$ cat src/design/crossing_signal_grouper_assert.svh
`ifndef CROSSING_SIGNAL_GROUPER_ASSERT_SVH
`define CROSSING_SIGNAL_GROUPER_ASSERT_SVH

// A condition that must hold at every clock edge outside reset.
`define CSG_ASSERT_HOLDS(lbl, expr, msg) \
   lbl: assert property (@(posedge clock) disable iff (reset) (expr)) else $error(msg);

// A condition that must hold in the cycle after a trigger.
`define CSG_ASSERT_NEXT(lbl, ante, cons, msg) \
   lbl: assert property (@(posedge clock) disable iff (reset) (ante) |=> (cons)) else $error(msg);

`endif

$ cat src/design/csg_pkg.sv
package csg_pkg;

   localparam int DEF_MAX_SIGNALS = 256;
   localparam int DEF_MASK_BITS   = 32;
   localparam int MASK_MAX        = 63;
   localparam int SCORE_W         = 6;

   typedef enum logic [1:0] {
      REQ_CLEAR   = 2'd0,
      REQ_LOAD    = 2'd1,
      REQ_COMPUTE = 2'd2,
      REQ_READ    = 2'd3
   } req_kind_type;

   localparam logic [2:0] ST_OK         = 3'd0;
   localparam logic [2:0] ST_FULL       = 3'd1;
   localparam logic [2:0] ST_ZERO_RATIO = 3'd2;
   localparam logic [2:0] ST_EMPTY      = 3'd3;
   localparam logic [2:0] ST_BAD_READ   = 3'd4;

   localparam logic [1:0] CLS_EQUAL  = 2'd0;
   localparam logic [1:0] CLS_SUBSET = 2'd1;
   localparam logic [1:0] CLS_OTHER  = 2'd2;

   typedef struct packed {
      logic [1:0]         cls;
      logic [SCORE_W-1:0] diff;
      logic [SCORE_W-1:0] pop;
   } score_type;

   function automatic logic [SCORE_W-1:0] pop_count(input logic [MASK_MAX-1:0] v);
      logic [SCORE_W-1:0] n;
      n = '0;
      for (int k = 0; k < MASK_MAX; k++) begin
         n = n + SCORE_W'(v[k]);
      end
      return n;
   endfunction

   // Lower class first, then fewer differing bits, then more set bits.
   function automatic logic score_better(input score_type a, input score_type b);
      logic r;
      if (a.cls != b.cls) begin
         r = (a.cls < b.cls);
      end else if (a.diff != b.diff) begin
         r = (a.diff < b.diff);
      end else begin
         r = (a.pop > b.pop);
      end
      return r;
   endfunction

endpackage

$ cat src/design/csg_score.sv
module csg_score import csg_pkg::*; #(
   parameter int MASK_BITS = DEF_MASK_BITS
) (
   input  logic [MASK_BITS-1:0] cand_mask,
   input  logic [MASK_BITS-1:0] target_mask,
   output score_type            score
);

   logic [MASK_MAX-1:0] cand_w;
   logic [MASK_MAX-1:0] diff_w;

   assign cand_w = MASK_MAX'(cand_mask);
   assign diff_w = MASK_MAX'(cand_mask ^ target_mask);

   always_comb begin
      score.pop = pop_count(cand_w);
      if (cand_mask == target_mask) begin
         score.cls  = CLS_EQUAL;
         score.diff = '0;
      end else if ((cand_mask | target_mask) == target_mask) begin
         score.cls  = CLS_SUBSET;
         score.diff = '0;
      end else begin
         score.cls  = CLS_OTHER;
         score.diff = pop_count(diff_w);
      end
   end

endmodule

$ cat config.mk
export PLATFORM = sky130hd
export DESIGN_NAME = csg_score
export DESIGN_NICKNAME = d
export VERILOG_FILES = /design/src/design/crossing_signal_grouper_assert.svh /design/src/design/csg_pkg.sv /design/src/design/csg_score.sv
export SDC_FILE = /design/constraint.sdc
export NUM_CORES = 1
export LEC_CHECK = 0
export ABC_AREA = 0
export BUFFER_PORTS_ARGS = -buffer_cell sky130_fd_sc_hd__buf_2
export CORE_ASPECT_RATIO = 1.75
export CORE_UTILIZATION = 45
export DETAILED_ROUTE_END_ITERATION = 10
export PLACE_DENSITY_LB_ADDON = 0.08
export SLEW_MARGIN = 10
export SYNTH_ARGS = -nofsm -noshare
export SYNTH_HDL_FRONTEND = slang
export SYNTH_SLANG_ARGS = --single-unit
export TNS_END_PERCENT = 30
$ cat constraint.sdc
create_clock -name vclk -period 9.4
set_input_delay 1.88 -clock vclk [all_inputs]
set_output_delay 1.88 -clock vclk [all_outputs]
set_load 0.01 [all_outputs]
==> run summary <==
Share of the synthesized area in the top cell type: 0.411
Crit path max-delay family: adder cells
Total gr overflow: 0
Worst-path cell with the longest stage delay: fa_1
Post-route minimum period: 8.83 ns
Least-Margin Pin Slew: 0.509 ns
Highest attainable clock frequency: 113 MHz
Setup TNS after final layout: 0 ns
Antenna Cells: 0
Vias in the first global route: 2236
RePlAce Congestion: 0.892
Number of nets in the layout: 504
Antenna Nets Post-Route: 0
Synthesized cell area: 2340 sq um
Kind of capture point of the worst setup path: output port
Cell types with the largest area share after synthesis: fa_1 (41%), ha_1 (25%), inv_1 (20%)
Total of warnings raised by yosys: 0
Post-cts hold buffer count: 0
Global-route wire length before repair: 9710 microns
Half-perimeter wire length of the detailed placement result: 5840 microns
Synthesized area per cell: 8.82 sq um
Critical path's most frequent cell: fa_1
Post-DR vias/cell: 4.85
Count of vias placed by the detailed router: 1925
RSZ-0062 raised after global routing: false
Category of the worst setup path launch point: input port
Count of sequential standard cells: 0
Share of the yosys chip area belonging to registers: 0
Detailed Routing Iterations Pass 1: 4
Floorplan row count: 34
Pin count of the biggest net entering global routing: 9
Final count of negative-setup-slack endpoints: 0
Tightest slew margin relative to the limit: 0.658
Final Routed Wirelength: 5890 microns
Layout clock buffers: 0
Total GRT Usage: 0.232
Stage delay of the slowest cell on the critical path: 0.53 ns
CP cell instances: buf_2 > ha_1 > inv_1 > fa_1 > inv_1 > fa_1 > fa_1 > inv_1 > fa_1 > fa_1 > fa_1 > ha_1 > inv_1 > fa_1 > nor2b_1 > o21ai_0 > and3_1 > nor4_1 > buf_2
Detail-routed net length per standard cell: 14.8 microns
Buffer and inverter count on the worst path: 6
Part of the cycle the worst path needs: 0.939
Worst endpoint required time: 7.52 ns
Timing endpoint of the critical path: score[10]
Outcome: complete, no violations
Remaining routing DRC violations: 0
Number of slew-limit violations in the final report: 0
Fraction of final layout cells sized beyond drive strength 1: 0.236
Post-CTS Resized: 0
Highest fanout seen on the critical path: 2
Storage element area: 0 sq um
Most frequent cells after synthesis: inv_1 (123), fa_1 (48), ha_1 (47), nor4_1 (10), nand4_1 (8)
Post-synthesis cell type with the largest combined area: fa_1
Setup CP Type: input port to output port
Synth-to-Final Area Change: 19.6%
Horiz. Die Dim: 56.5 microns
Distinct cell type count of the synthesized netlist: 21
Arrival time at the worst endpoint: 6.95 ns
Path length in cells of the critical path: 19
Vert. Die Dim: 97.4 microns
Antenna violations before repair: 0
Net count of the mapped netlist: 424
Number of setup buffers added after CTS: 0
Most numerous cell in the Yosys netlist: inv_1
Type of the most critical hold path: input port to output port
Detailed router's first-iteration violation count: 40
Cells after synthesis: 265
Buffers on Ports: 78
Full die area: 5500 sq um
Max-Cap Viols: 0
Number of primary I/O pins: 78
Start point of the critical path: cand_mask[0]
Placeable Area: 4980 sq um
Effective utilization at floorplan: 0.470
Hold Vio Cnt, Final: 0
==> cells by family after synthesis <==
kind of cell / count (synthesis) / share of synthesized area
buffers and inverters: 123 / 0.197
adders and majority gates: 95 / 0.662
xor gates and xnor gates: 4 / 0.0150
and+or+nand+nor: 33 / 0.0963
AOI/OAI and AO/OA: 10 / 0.0289
==> routing by layer <==
metal / vias up / GRT usage / wire [microns]
li1: 937 / - / -
met1: 920 / 0.222 / 1780
met2: 50 / 0.479 / 3600
met3: 18 / 0.00533 / 150
met4: 0 / 0.105 / 348
met5: - / 0 / 0
==> cell type report <==
cell class	count	area (sq um)
fill	518	2180
multi-input combinational	142	1880
timing repair buffer	78	390
inverter	123	462
tap	54	67.6
==> cell usage in the layout (no fill, tap or decap), drive strengths merged <==
cell / Yosys / routed
nand4: 9 / 9
nor4: 11 / 11
nor2: 2 / 2
and4: 1 / 1
buf: 0 / 78
nor3: 3 / 3
a21oi: 3 / 3
nand2: 1 / 1
o21ai: 1 / 1
nor2b: 3 / 3
inv: 123 / 123
or4: 1 / 1
ha: 47 / 47
a2111oi: 1 / 1
o21a: 1 / 1
a21o: 4 / 4
and3: 1 / 1
fa: 48 / 48
xnor2: 4 / 4
nor3b: 1 / 1
==> stage by stage <==
stage / setup WS (ns) / hold WS, ns / cell area (sq um) / utilization / cells
final: 0.573 / 4.10 / 2800 / 0.562 / 397
after CTS: 0.557 / 4.10 / 2800 / 0.562 / 397
after floorplan: 0.939 / 3.91 / 2340 / - / 265
after global placement: 0.663 / 4.10 / 2800 / 0.562 / 397
after global routing: 0.327 / 4.13 / 2800 / 0.562 / 397
after detailed placement: 0.574 / 4.09 / 2800 / 0.562 / 397
==> worst min-delay path by stage <==
| stage | start | to | slack, ns | depth (start not counted) |
|---|---|---|---|---|
| CTS | cand_mask[2] | score[0] | 4.10 | 3 |
| floorplan | cand_mask[2] | score[0] | 3.91 | 1 |
| global placement | cand_mask[2] | score[0] | 4.10 | 3 |
| global route | cand_mask[2] | score[0] | 4.13 | 3 |
| detailed placement | cand_mask[2] | score[0] | 4.09 | 3 |
| finish | cand_mask[2] | score[0] | 4.10 | 3 |
Power is not shown: default switching activity piles up to over one toggle a cycle in this logic, so the estimate is an artifact.
